<file path="src/rtl/core/snpt_pkg.sv">
// Shared types, constants and the arctangent table for the sector nearest-point tracker.
package snpt_pkg;

  // Angle format: Q2.13 radians, two's complement.
  localparam int ANGLE_W      = 16;
  // CORDIC phase accumulator: Q.16 radians, wide enough for +-(pi/2 + sum of table).
  localparam int PHASE_W      = 20;
  localparam int CORDIC_STEPS = 16;
  localparam int STEP_W       = 4;
  // Inputs are scaled by 2^12 before the iterations.
  localparam int GUARD_SHIFT  = 12;
  // Extra datapath bits above the coordinate width: guard shift, gain and sign.
  localparam int CORDIC_EXTRA = 15;

  localparam logic signed [PHASE_W-1:0] HALF_PI_Q16 = 20'sd102944;
  localparam logic signed [ANGLE_W-1:0] PI_Q13      = 16'sd25736;

  // Configuration registers.
  localparam int CHW_W  = 14;
  localparam int MELV_W = 15;
  localparam int CFG_DATA_W = 15;
  localparam logic CFG_CENTER_HALF_WIDTH = 1'b0;
  localparam logic CFG_MIN_ELEVATION     = 1'b1;
  localparam logic [CHW_W-1:0]  CHW_RESET  = 14'd2130;
  localparam logic [MELV_W-1:0] MELV_RESET = 15'd12288;

  // Sector classification of one bearing.
  typedef struct packed {
    logic positive;
    logic center;
    logic negative;
  } snpt_sector_hit_t;

  // atan(2^-i) in Q.16 radians.
  function automatic logic signed [PHASE_W-1:0] atan_q16(input logic [STEP_W-1:0] i);
    logic signed [PHASE_W-1:0] v;
    unique case (i)
      4'd0:  v = 20'sd51472;
      4'd1:  v = 20'sd30385;
      4'd2:  v = 20'sd16055;
      4'd3:  v = 20'sd8150;
      4'd4:  v = 20'sd4091;
      4'd5:  v = 20'sd2047;
      4'd6:  v = 20'sd1024;
      4'd7:  v = 20'sd512;
      4'd8:  v = 20'sd256;
      4'd9:  v = 20'sd128;
      4'd10: v = 20'sd64;
      4'd11: v = 20'sd32;
      4'd12: v = 20'sd16;
      4'd13: v = 20'sd8;
      4'd14: v = 20'sd4;
      4'd15: v = 20'sd2;
      default: v = '0;
    endcase
    return v;
  endfunction

endpackage

</file>
<file path="src/rtl/core/sector_nearest_point_tracker.sv">
// Sector nearest-point tracker: elevation gate, bearing sectors and per-sector minimum range.
// Each point transaction runs the elevation pass, then, for a point that passes the elevation
// gate, the bearing pass, then the sector update; one shared 16-step CORDIC serves both passes.
// A new point is taken only once the previous one is done; the range root runs
// alongside the first CORDIC pass. A last point also goes through the emit state, and its
// result is loaded into the output register once that register is not held.
// Reset (synchronous, active high) restores the registers to their defaults, clears the
// sector minima to all ones and the found flags to zero, and drops any pending result.
module sector_nearest_point_tracker import snpt_pkg::*; #(
  parameter int COORD_WIDTH = 16
) (
  input  logic                         clk,
  input  logic                         rst,
  input  logic                         cfg_valid,
  output logic                         cfg_ready,
  input  logic                         cfg_index,
  input  logic [CFG_DATA_W-1:0]        cfg_data,
  input  logic                         point_valid,
  output logic                         point_stall,
  input  logic signed [COORD_WIDTH-1:0] point_x,
  input  logic signed [COORD_WIDTH-1:0] point_y,
  input  logic signed [COORD_WIDTH-1:0] point_z,
  input  logic                         last_point,
  output logic                         result_valid,
  input  logic                         result_stall,
  output logic [COORD_WIDTH-1:0]       positive_range,
  output logic                         positive_found,
  output logic [COORD_WIDTH-1:0]       center_range,
  output logic                         center_found,
  output logic [COORD_WIDTH-1:0]       negative_range,
  output logic                         negative_found
);

  localparam int W = COORD_WIDTH;

  localparam logic [2:0] S_IDLE       = 3'd0;
  localparam logic [2:0] S_ELEV_START = 3'd1;
  localparam logic [2:0] S_ELEV_WAIT  = 3'd2;
  localparam logic [2:0] S_BEAR_START = 3'd3;
  localparam logic [2:0] S_BEAR_WAIT  = 3'd4;
  localparam logic [2:0] S_UPDATE     = 3'd5;
  localparam logic [2:0] S_EMIT       = 3'd6;

  logic [2:0]          state;
  logic [CHW_W-1:0]    center_half_width;
  logic [MELV_W-1:0]   min_elevation;
  logic signed [W-1:0] px;
  logic signed [W-1:0] py;
  logic signed [W-1:0] pz;
  logic                last;
  logic                bear_sel;
  logic                passed;
  logic                bear_ready;
  logic signed [ANGLE_W-1:0] bearing;
  logic [W-1:0]        sector_minimum [3];
  logic [2:0]          sector_seen;

  logic                      cordic_start;
  logic signed [W-1:0]       cordic_a;
  logic signed [W-1:0]       cordic_b;
  logic                      cordic_done;
  logic signed [ANGLE_W-1:0] cordic_angle;
  logic                      root_valid;
  logic [W-1:0]              root_range;

  logic                      point_take;
  logic                      result_free;
  logic signed [ANGLE_W-1:0] thr;
  logic signed [ANGLE_W-1:0] min_elev_s;
  snpt_sector_hit_t          hit;
  logic [2:0]                hit_vec;

  // Configuration writes are always taken.
  assign cfg_ready = 1'b1;

  always_ff @(posedge clk) begin
    if (rst) begin
      center_half_width <= CHW_RESET;
      min_elevation     <= MELV_RESET;
    end else if (cfg_valid && cfg_ready) begin
      unique case (cfg_index)
        CFG_CENTER_HALF_WIDTH: center_half_width <= cfg_data[CHW_W-1:0];
        CFG_MIN_ELEVATION:     min_elevation     <= cfg_data[MELV_W-1:0];
        default: begin
        end
      endcase
    end
  end

  // Input transaction and output register handshake.
  assign point_stall = (state != S_IDLE);
  assign point_take  = point_valid && !point_stall;
  assign result_free = !result_valid || !result_stall;

  // The shared CORDIC first measures elevation atan2(z, y), then bearing atan2(x, z).
  assign cordic_start = (state == S_ELEV_START) || (state == S_BEAR_START);
  assign cordic_a     = bear_sel ? px : pz;
  assign cordic_b     = bear_sel ? pz : py;

  snpt_cordic #(.W(W)) u_cordic (
    .clk   (clk),
    .rst   (rst),
    .start (cordic_start),
    .a     (cordic_a),
    .b     (cordic_b),
    .done  (cordic_done),
    .angle (cordic_angle)
  );

  snpt_sqrt #(.W(W)) u_sqrt (
    .clk   (clk),
    .rst   (rst),
    .start (state == S_ELEV_START),
    .a     (pz),
    .b     (px),
    .valid (root_valid),
    .range (root_range)
  );

  // Sector classification; a bearing on a boundary hits nothing.
  assign thr        = $signed({{(ANGLE_W-CHW_W){1'b0}}, center_half_width});
  assign min_elev_s = $signed({{(ANGLE_W-MELV_W){1'b0}}, min_elevation});

  always_comb begin
    hit.positive = bearing > thr;
    hit.center   = (bearing > -thr) && (bearing < thr);
    hit.negative = bearing < -thr;
    hit_vec      = {hit.negative, hit.center, hit.positive};
  end

  // Sequencer.
  always_ff @(posedge clk) begin
    if (rst) begin
      state      <= S_IDLE;
      bear_sel   <= 1'b0;
      passed     <= 1'b0;
      bear_ready <= 1'b0;
    end else begin
      unique case (state)
        S_IDLE: begin
          if (point_take) begin
            state    <= S_ELEV_START;
            bear_sel <= 1'b0;
          end
        end
        S_ELEV_START: begin
          state <= S_ELEV_WAIT;
        end
        S_ELEV_WAIT: begin
          if (cordic_done) begin
            if (cordic_angle >= min_elev_s) begin
              passed   <= 1'b1;
              bear_sel <= 1'b1;
              state    <= S_BEAR_START;
            end else begin
              passed <= 1'b0;
              state  <= S_UPDATE;
            end
          end
        end
        S_BEAR_START: begin
          bear_ready <= 1'b0;
          state      <= S_BEAR_WAIT;
        end
        S_BEAR_WAIT: begin
          if (cordic_done) begin
            bear_ready <= 1'b1;
          end
          if ((cordic_done || bear_ready) && root_valid) begin
            state <= S_UPDATE;
          end
        end
        S_UPDATE: begin
          state <= last ? S_EMIT : S_IDLE;
        end
        S_EMIT: begin
          if (result_free) begin
            state <= S_IDLE;
          end
        end
        default: begin
          state <= S_IDLE;
        end
      endcase
    end
  end

  // Point registers and the captured bearing.
  always_ff @(posedge clk) begin
    if (point_take) begin
      px   <= point_x;
      py   <= point_y;
      pz   <= point_z;
      last <= last_point;
    end
    if ((state == S_BEAR_WAIT) && cordic_done) begin
      bearing <= cordic_angle;
    end
  end

  // Sector minima: a strictly smaller range replaces the kept one; emitting clears them.
  always_ff @(posedge clk) begin
    if (rst) begin
      sector_seen <= '0;
      for (int k = 0; k < 3; k++) begin
        sector_minimum[k] <= '1;
      end
    end else if ((state == S_UPDATE) && passed) begin
      for (int k = 0; k < 3; k++) begin
        if (hit_vec[k] && (!sector_seen[k] || (root_range < sector_minimum[k]))) begin
          sector_minimum[k] <= root_range;
          sector_seen[k]    <= 1'b1;
        end
      end
    end else if ((state == S_EMIT) && result_free) begin
      sector_seen <= '0;
      for (int k = 0; k < 3; k++) begin
        sector_minimum[k] <= '1;
      end
    end
  end

  // Output register.
  always_ff @(posedge clk) begin
    if (rst) begin
      result_valid <= 1'b0;
    end else if ((state == S_EMIT) && result_free) begin
      result_valid <= 1'b1;
    end else if (result_valid && !result_stall) begin
      result_valid <= 1'b0;
    end
  end

  always_ff @(posedge clk) begin
    if ((state == S_EMIT) && result_free) begin
      positive_range <= sector_minimum[0];
      positive_found <= sector_seen[0];
      center_range   <= sector_minimum[1];
      center_found   <= sector_seen[1];
      negative_range <= sector_minimum[2];
      negative_found <= sector_seen[2];
    end
  end

endmodule

</file>
<file path="src/rtl/core/snpt_cordic.sv">
// Iterative vectoring CORDIC that returns atan2(a, b) as a saturated Q2.13 angle.
module snpt_cordic import snpt_pkg::*; #(
  parameter int W = 16
) (
  input  logic                      clk,
  input  logic                      rst,
  input  logic                      start,
  input  logic signed [W-1:0]       a,
  input  logic signed [W-1:0]       b,
  output logic                      done,
  output logic signed [ANGLE_W-1:0] angle
);

  localparam int XW = W + CORDIC_EXTRA;

  logic                      busy;
  logic                      fin;
  logic                      zero_in;
  logic [STEP_W-1:0]         step;
  logic signed [XW-1:0]      xr;
  logic signed [XW-1:0]      yr;
  logic signed [PHASE_W-1:0] zr;

  logic signed [XW-1:0]      ax;
  logic signed [XW-1:0]      bx;
  logic signed [XW-1:0]      x0;
  logic signed [XW-1:0]      y0;
  logic signed [PHASE_W-1:0] z0;
  logic signed [XW-1:0]      dx;
  logic signed [XW-1:0]      dy;
  logic signed [PHASE_W-1:0] zround;
  logic signed [PHASE_W-1:0] zsat;

  // Scale the inputs and fold a vector with negative cosine side into the right half plane.
  always_comb begin
    ax = {{(XW-W){a[W-1]}}, a} <<< GUARD_SHIFT;
    bx = {{(XW-W){b[W-1]}}, b} <<< GUARD_SHIFT;
    x0 = bx;
    y0 = ax;
    z0 = '0;
    if (bx < 0) begin
      if (ax >= 0) begin
        x0 = ax;
        y0 = -bx;
        z0 = HALF_PI_Q16;
      end else begin
        x0 = -ax;
        y0 = bx;
        z0 = -HALF_PI_Q16;
      end
    end
  end

  // Shared shifter for one micro-rotation.
  assign dx = xr >>> step;
  assign dy = yr >>> step;

  // Round the Q.16 phase half up to Q2.13 and saturate to plus or minus pi.
  always_comb begin
    zround = (zr + PHASE_W'(4)) >>> 3;
    zsat = zround;
    if (zround > PHASE_W'(PI_Q13)) begin
      zsat = PHASE_W'(PI_Q13);
    end else if (zround < -PHASE_W'(PI_Q13)) begin
      zsat = -PHASE_W'(PI_Q13);
    end
  end

  // Control of the iteration loop.
  always_ff @(posedge clk) begin
    if (rst) begin
      busy <= 1'b0;
      fin  <= 1'b0;
      done <= 1'b0;
      step <= '0;
    end else begin
      done <= 1'b0;
      if (start) begin
        busy <= 1'b1;
        fin  <= 1'b0;
        step <= '0;
      end else if (busy) begin
        step <= step + STEP_W'(1);
        if (step == STEP_W'(CORDIC_STEPS - 1)) begin
          busy <= 1'b0;
          fin  <= 1'b1;
        end
      end else if (fin) begin
        fin  <= 1'b0;
        done <= 1'b1;
      end
    end
  end

  // Datapath of the micro-rotations.
  always_ff @(posedge clk) begin
    if (start) begin
      xr      <= x0;
      yr      <= y0;
      zr      <= z0;
      zero_in <= (a == '0) && (b == '0);
    end else if (busy) begin
      if (yr >= 0) begin
        xr <= xr + dy;
        yr <= yr - dx;
        zr <= zr + atan_q16(step);
      end else begin
        xr <= xr - dy;
        yr <= yr + dx;
        zr <= zr - atan_q16(step);
      end
    end
    if (fin) begin
      angle <= zero_in ? '0 : zsat[ANGLE_W-1:0];
    end
  end

endmodule

</file>
<file path="src/rtl/core/snpt_sqrt.sv">
// Rounded horizontal range: one shared squarer, then a digit-by-digit square root.
module snpt_sqrt import snpt_pkg::*; #(
  parameter int W = 16
) (
  input  logic               clk,
  input  logic               rst,
  input  logic               start,
  input  logic signed [W-1:0] a,
  input  logic signed [W-1:0] b,
  output logic               valid,
  output logic [W-1:0]       range
);

  localparam int SW = 2 * W;
  localparam int RW = W + 3;
  localparam int CW = $clog2(W);

  localparam logic [2:0] P_IDLE  = 3'd0;
  localparam logic [2:0] P_SQA   = 3'd1;
  localparam logic [2:0] P_SQB   = 3'd2;
  localparam logic [2:0] P_ROOT  = 3'd3;
  localparam logic [2:0] P_ROUND = 3'd4;

  logic [2:0]    phase;
  logic [CW-1:0] cnt;
  logic [W-1:0]  ua;
  logic [W-1:0]  ub;
  logic [SW-1:0] sq;
  logic [RW-1:0] rem;
  logic [W-1:0]  root;

  logic [W-1:0]  mul_op;
  logic [SW-1:0] prod;
  logic [RW-1:0] rem_sh;
  logic [RW-1:0] trial;

  // One squarer, used for each coordinate in turn.
  assign mul_op = (phase == P_SQA) ? ua : ub;
  assign prod   = SW'(mul_op) * SW'(mul_op);

  // One result bit per step.
  assign rem_sh = {rem[RW-3:0], sq[SW-1 -: 2]};
  assign trial  = (RW'(root) << 2) | RW'(1);

  // Sequencer.
  always_ff @(posedge clk) begin
    if (rst) begin
      phase <= P_IDLE;
      valid <= 1'b0;
      cnt   <= '0;
    end else begin
      unique case (phase)
        P_IDLE: begin
          if (start) begin
            phase <= P_SQA;
            valid <= 1'b0;
          end
        end
        P_SQA: begin
          phase <= P_SQB;
        end
        P_SQB: begin
          phase <= P_ROOT;
          cnt   <= '0;
        end
        P_ROOT: begin
          cnt <= cnt + CW'(1);
          if (cnt == CW'(W - 1)) begin
            phase <= P_ROUND;
          end
        end
        P_ROUND: begin
          phase <= P_IDLE;
          valid <= 1'b1;
        end
        default: begin
          phase <= P_IDLE;
        end
      endcase
      if (start && (phase != P_IDLE)) begin
        phase <= P_SQA;
        valid <= 1'b0;
      end
    end
  end

  // Datapath.
  always_ff @(posedge clk) begin
    if (start) begin
      ua <= a[W-1] ? W'(-a) : W'(a);
      ub <= b[W-1] ? W'(-b) : W'(b);
    end
    unique case (phase)
      P_SQA: begin
        sq <= prod;
      end
      P_SQB: begin
        sq   <= sq + prod;
        rem  <= '0;
        root <= '0;
      end
      P_ROOT: begin
        sq <= sq << 2;
        if (rem_sh >= trial) begin
          rem  <= rem_sh - trial;
          root <= {root[W-2:0], 1'b1};
        end else begin
          rem  <= rem_sh;
          root <= {root[W-2:0], 1'b0};
        end
      end
      P_ROUND: begin
        range <= (rem > RW'(root)) ? root + W'(1) : root;
      end
      default: begin
      end
    endcase
  end

endmodule
</file>
<file path="config.mk">
export PLATFORM = sky130hd
export DESIGN_NAME = sector_nearest_point_tracker
export DESIGN_NICKNAME = d
export VERILOG_FILES = /design/src/rtl/core/snpt_pkg.sv /design/src/rtl/core/sector_nearest_point_tracker.sv /design/src/rtl/core/snpt_cordic.sv /design/src/rtl/core/snpt_sqrt.sv
export SDC_FILE = /design/constraint.sdc
export NUM_CORES = 2
export LEC_CHECK = 0
export BUFFER_PORTS_ARGS = -buffer_cell sky130_fd_sc_hd__buf_4
export CORE_ASPECT_RATIO = 0.7
export CORE_MARGIN = 4
export CORE_UTILIZATION = 65
export CTS_BUF_LIST = sky130_fd_sc_hd__clkbuf_4 sky130_fd_sc_hd__clkbuf_8 sky130_fd_sc_hd__clkbuf_16
export DETAILED_ROUTE_END_ITERATION = 8
export GPL_ROUTABILITY_DRIVEN = 0
export PLACE_DENSITY = 0.88
export SLEW_MARGIN = 20
export SYNTH_ARGS = -nofsm -noshare
export SYNTH_HDL_FRONTEND = slang
export SYNTH_SLANG_ARGS = --single-unit
export TNS_END_PERCENT = 50
</file>
<file path="constraint.sdc">
create_clock -name clk -period 12.9 [get_ports clk]
set_input_delay 0.645 -clock clk [delete_from_list [all_inputs] [get_ports clk]]
set_output_delay 0.645 -clock clk [all_outputs]
set_load 0.05 [all_outputs]
</file>
==> metrics.txt <==
# TYPE chip_impl_metric gauge
chip_impl_metric{name="finalSetupViolCount",unit=""} 0
chip_impl_info{name="worst_setup_ep_type",value="register"} 1
chip_impl_metric{name="syn-cell-area",unit="sq um"} 39480
chip_impl_info{name="post_synth_main_area_contributors",value="sky130_fd_sc_hd__edfxtp_1, sky130_fd_sc_hd__ha_1, sky130_fd_sc_hd__fa_1"} 1
chip_impl_info{name="post-synth-top-count-cell",value="sky130_fd_sc_hd__nand2_1"} 1
chip_impl_metric{name="async_flop_share",unit="%"} 0
chip_impl_metric{name="cts-htree-levels",unit=""} 2
chip_impl_metric{name="synth-simple-area-share",unit="%"} 14.30
chip_impl_metric{name="timing.final.max_slew_violations",unit=""} 0
chip_impl_metric{name="worst-path-max-fanout",unit=""} 20
chip_impl_info{name="clock_root_buffer",value="sky130_fd_sc_hd__clkbuf_16"} 1
chip_impl_metric{name="maxCapViolations",unit=""} 0
chip_impl_metric{name="floorplan.io_pins",unit=""} 124
chip_impl_metric{name="antenna_left",unit=""} 0
chip_impl_metric{name="synth-edff-count",unit=""} 378
chip_impl_metric{name="grt_pass1_wl",unit="microns"} 167600
chip_impl_metric{name="period_needed",unit="ps"} 10760
chip_impl_metric{name="drt_iter0_drcs",unit=""} 4419
chip_impl_metric{name="synth_warnings",unit=""} 0
chip_impl_metric{name="dpl.hpwl",unit="microns"} 77000
chip_impl_metric{name="fin_skew",unit="ps"} 28.06
chip_impl_metric{name="synth_compound_area_share",unit="%"} 14.78
chip_impl_metric{name="grt.total_usage",unit="%"} 31.75
chip_impl_metric{name="design.die.area",unit="sq um"} 64810
chip_impl_metric{name="drc",unit=""} 0
chip_impl_metric{name="timing.critical_path.slowest_cell_delay",unit="ps"} 900
chip_impl_metric{name="routed_via_count_divided_by_cell_count",unit=""} 6.483
chip_impl_info{name="status",value="finished, final reports clean"} 1
chip_impl_metric{name="synth-seq-area-share",unit="%"} 32.30
chip_impl_metric{name="cts_hold_buffers",unit=""} 0
chip_impl_metric{name="grt_antenna_before_repair",unit=""} 1
chip_impl_metric{name="fin_tns_setup",unit="ps"} 0
chip_impl_metric{name="cts.sink_count",unit=""} 448
chip_impl_metric{name="clk-insertion-delay-late",unit="ps"} 630
chip_impl_info{name="synth_flop_cell",value="sky130_fd_sc_hd__edfxtp_1"} 1
chip_impl_metric{name="buffer_ports.inserted",unit=""} 122
chip_impl_metric{name="syn_to_final_growth",unit="%"} 8.297
chip_impl_metric{name="via_count",unit=""} 32840
chip_impl_metric{name="grt_pass1_vias",unit=""} 31600
chip_impl_metric{name="max-clock-path-buffers",unit=""} 3
chip_impl_metric{name="syn_avg_cell_area",unit="sq um"} 9.445
chip_impl_info{name="cts_tree",value="done"} 1
chip_impl_metric{name="synth_adder_area_share",unit="%"} 19.05
chip_impl_info{name="critical_path_class",value="reg2reg"} 1
chip_impl_metric{name="final_layout_size_suffix_gt1_share",unit="%"} 8.950
chip_impl_metric{name="iteration_count_of_the_initial_detailed_routing_pass",unit=""} 9
chip_impl_metric{name="cts_buffers",unit=""} 47
chip_impl_metric{name="post_synth_mux_area_share",unit="%"} 7.051
chip_impl_metric{name="crit_arrival",unit="ps"} 11120
chip_impl_metric{name="synthesis.nets",unit=""} 4751
chip_impl_metric{name="floorplan_row_count",unit=""} 75
chip_impl_info{name="grt_setup_unrepaired",value="no"} 1
chip_impl_metric{name="total_wirelength",unit="microns"} 104600
chip_impl_metric{name="die_height",unit="microns"} 214.2
chip_impl_metric{name="yosys.cell_types.count",unit=""} 90
chip_impl_metric{name="synthXorXnorAreaFrac",unit="%"} 6.988
chip_impl_metric{name="slew_headroom",unit="%"} 27.64
chip_impl_metric{name="post_cts_resize_count",unit=""} 0
chip_impl_info{name="hold_class",value="in2reg"} 1
chip_impl_info{name="crit_path_frequent_cell",value="sky130_fd_sc_hd__fa_1"} 1
chip_impl_metric{name="timing.final.crit_share",unit="%"} 83.45
chip_impl_metric{name="floorplan.initialDensity",unit="%"} 65.74
chip_impl_info{name="netlist.top_cell.by_area",value="sky130_fd_sc_hd__edfxtp_1"} 1
chip_impl_metric{name="grt_max_degree",unit=""} 94
chip_impl_metric{name="critPathRequiredTime",unit="ps"} 13250
chip_impl_info{name="combinational_family_with_the_most_area_after_synthesis",value="adder cells"} 1
chip_impl_info{name="cpMaxStageDelayCell",value="sky130_fd_sc_hd__mux2i_1"} 1
chip_impl_metric{name="antenna_cells_inserted",unit=""} 0
chip_impl_metric{name="overflow",unit=""} 0
chip_impl_metric{name="path_clk_slew",unit="ps"} 70
chip_impl_metric{name="floorplan.core_area",unit="sq um"} 60060
chip_impl_metric{name="achievable-frequency",unit="GHz"} 0.09290
chip_impl_metric{name="tightest_slew",unit="ps"} 1055
chip_impl_metric{name="post-synth-top-area-fraction",unit="%"} 28.75
chip_impl_metric{name="die_width",unit="microns"} 302.6
chip_impl_metric{name="synth_seq_cells",unit=""} 448
chip_impl_metric{name="cts_setup_buffers",unit=""} 0
chip_impl_info{name="synth.top_cells.by_count",value="sky130_fd_sc_hd__nand2_1, sky130_fd_sc_hd__inv_1, sky130_fd_sc_hd__edfxtp_1"} 1
chip_impl_metric{name="post_drt_wl_per_cell",unit="microns"} 20.66
chip_impl_metric{name="num-nets-final",unit=""} 4789
chip_impl_metric{name="finalHoldViolCount",unit=""} 0
chip_impl_info{name="critical_path.startpoint_type",value="register"} 1
chip_impl_metric{name="postSynthCellCount",unit=""} 4180
layout by cell type, fill, tap and decap left out, types with 11 or more instances in the layout:
cell type | Yosys | routed
sky130_fd_sc_hd__a211oi_1 | 36 | 36
sky130_fd_sc_hd__a21o_1 | 105 | 105
sky130_fd_sc_hd__a21oi_1 | 291 | 291
sky130_fd_sc_hd__a31oi_1 | 36 | 36
sky130_fd_sc_hd__and2_1 | 19 | 19
sky130_fd_sc_hd__and3_1 | 21 | 21
sky130_fd_sc_hd__buf_4 | 2 | 155
sky130_fd_sc_hd__clkbuf_16 | 0 | 49
sky130_fd_sc_hd__dfxtp_1 | 70 | 64
sky130_fd_sc_hd__edfxtp_1 | 378 | 378
sky130_fd_sc_hd__fa_1 | 164 | 164
sky130_fd_sc_hd__ha_1 | 337 | 337
sky130_fd_sc_hd__inv_1 | 394 | 391
sky130_fd_sc_hd__mux2_2 | 32 | 32
sky130_fd_sc_hd__mux2i_1 | 73 | 73
sky130_fd_sc_hd__mux4_2 | 67 | 67
sky130_fd_sc_hd__nand2_1 | 418 | 418
sky130_fd_sc_hd__nand2b_1 | 58 | 56
sky130_fd_sc_hd__nand3_1 | 75 | 75
sky130_fd_sc_hd__nand3b_1 | 33 | 33
sky130_fd_sc_hd__nand4_1 | 42 | 42
sky130_fd_sc_hd__nor2_1 | 356 | 353
sky130_fd_sc_hd__nor2b_1 | 32 | 32
sky130_fd_sc_hd__nor3_1 | 59 | 59
sky130_fd_sc_hd__nor3b_1 | 18 | 18
sky130_fd_sc_hd__nor4_1 | 15 | 15
sky130_fd_sc_hd__o211ai_1 | 38 | 38
sky130_fd_sc_hd__o21a_1 | 24 | 24
sky130_fd_sc_hd__o21ai_0 | 263 | 263
sky130_fd_sc_hd__o21bai_1 | 26 | 26
sky130_fd_sc_hd__o22ai_1 | 12 | 12
sky130_fd_sc_hd__o31ai_1 | 32 | 32
sky130_fd_sc_hd__o41ai_1 | 11 | 11
sky130_fd_sc_hd__or3_1 | 25 | 25
sky130_fd_sc_hd__xnor2_1 | 203 | 203
sky130_fd_sc_hd__xor2_1 | 112 | 112
registers in the layout, summed over array words and instances (netlist names), 14 cells and up, named ones only:
register and flops:
u_cordic.yr 31, min_elevation 15, center_half_width 14, pz 16, u_sqrt.ua 16, center_range 16, u_cordic.xr 31, u_cordic.angle 16
u_sqrt.range 16, u_sqrt.sq 32, px 16, sector_minimum 48, bearing 16, u_cordic.zr 20, u_sqrt.root 16, u_sqrt.ub 16
py 16, positive_range 16, u_sqrt.rem 19, negative_range 16
per-layer routing:
metal | up-vias | global-route usage, % | share of wire, %
li1 | 14940 | - | -
met4 | 2 | 8.323 | 2.8
met1 | 15410 | 47.15 | 41
met2 | 2224 | 45.71 | 42
met3 | 263 | 9.200 | 14
met5 | - | 0.5952 | 0.032
logic make-up after synthesis:
kind of cell    after synthesis
simple gates               1214
compound gates              951
buf+inv                     569
fa+ha+maj                   503
flops                       448
xor+xnor                    315
mux                         179
other cells                   1
per-stage QoR:
step | setup slack (ps) | cell area [sq um] | util, % | hold WS (ps) | cells
3_3_place_gp | 2853 | 41040 | 68.33 | 430.9 | 4977
2_1_floorplan | 2945 | 39480 | - | 426.4 | 4180
6_report | 2135 | 42760 | 71.19 | 199.4 | 5065
3_5_place_dp | 2439 | 41040 | 68.33 | 436.2 | 4977
5_1_grt | 1687 | 42760 | 71.19 | 185.1 | 5065
4_1_cts | 2365 | 42760 | 71.19 | 181.1 | 5065
cell type report:
class | count | area, sq um
multi-input cells | 3163 | 24580
clock inverters | 32 | 435.4
inverters | 403 | 1513
clock buffers | 56 | 1285
repair buffers | 155 | 1164
well taps | 808 | 1011
flip-flops and latches | 448 | 12770
fillers | 4142 | 17300
critical path, delay by kind of cell, from the launching register on:
| kind | cells | cell delay (ps) |
|---|---|---|
| AO/OA/AOI/OAI | 10 | 2070 |
| XOR/XNOR | 2 | 380 |
| adder cells (fa/ha/maj) | 8 | 3880 |
| buffers and inverters | 7 | 1290 |
| flip-flops | 1 | 340 |
| multiplexers | 1 | 900 |
| AND/OR/NAND/NOR | 8 | 1630 |
final timing paths:
check                        start  slack, ps                 to  cells after the start
min                     point_y[3]        200              py[3]                      1
max                u_sqrt.phase[2]       2140      u_sqrt.sq[31]                     36
min reg2reg  sector_minimum[0][32]        450  negative_range[0]                      0
max reg2reg        u_sqrt.phase[2]       2140      u_sqrt.sq[31]                     36
Power is not shown: default switching activity piles up to over one toggle a cycle in this logic, so the estimate is an artifact.
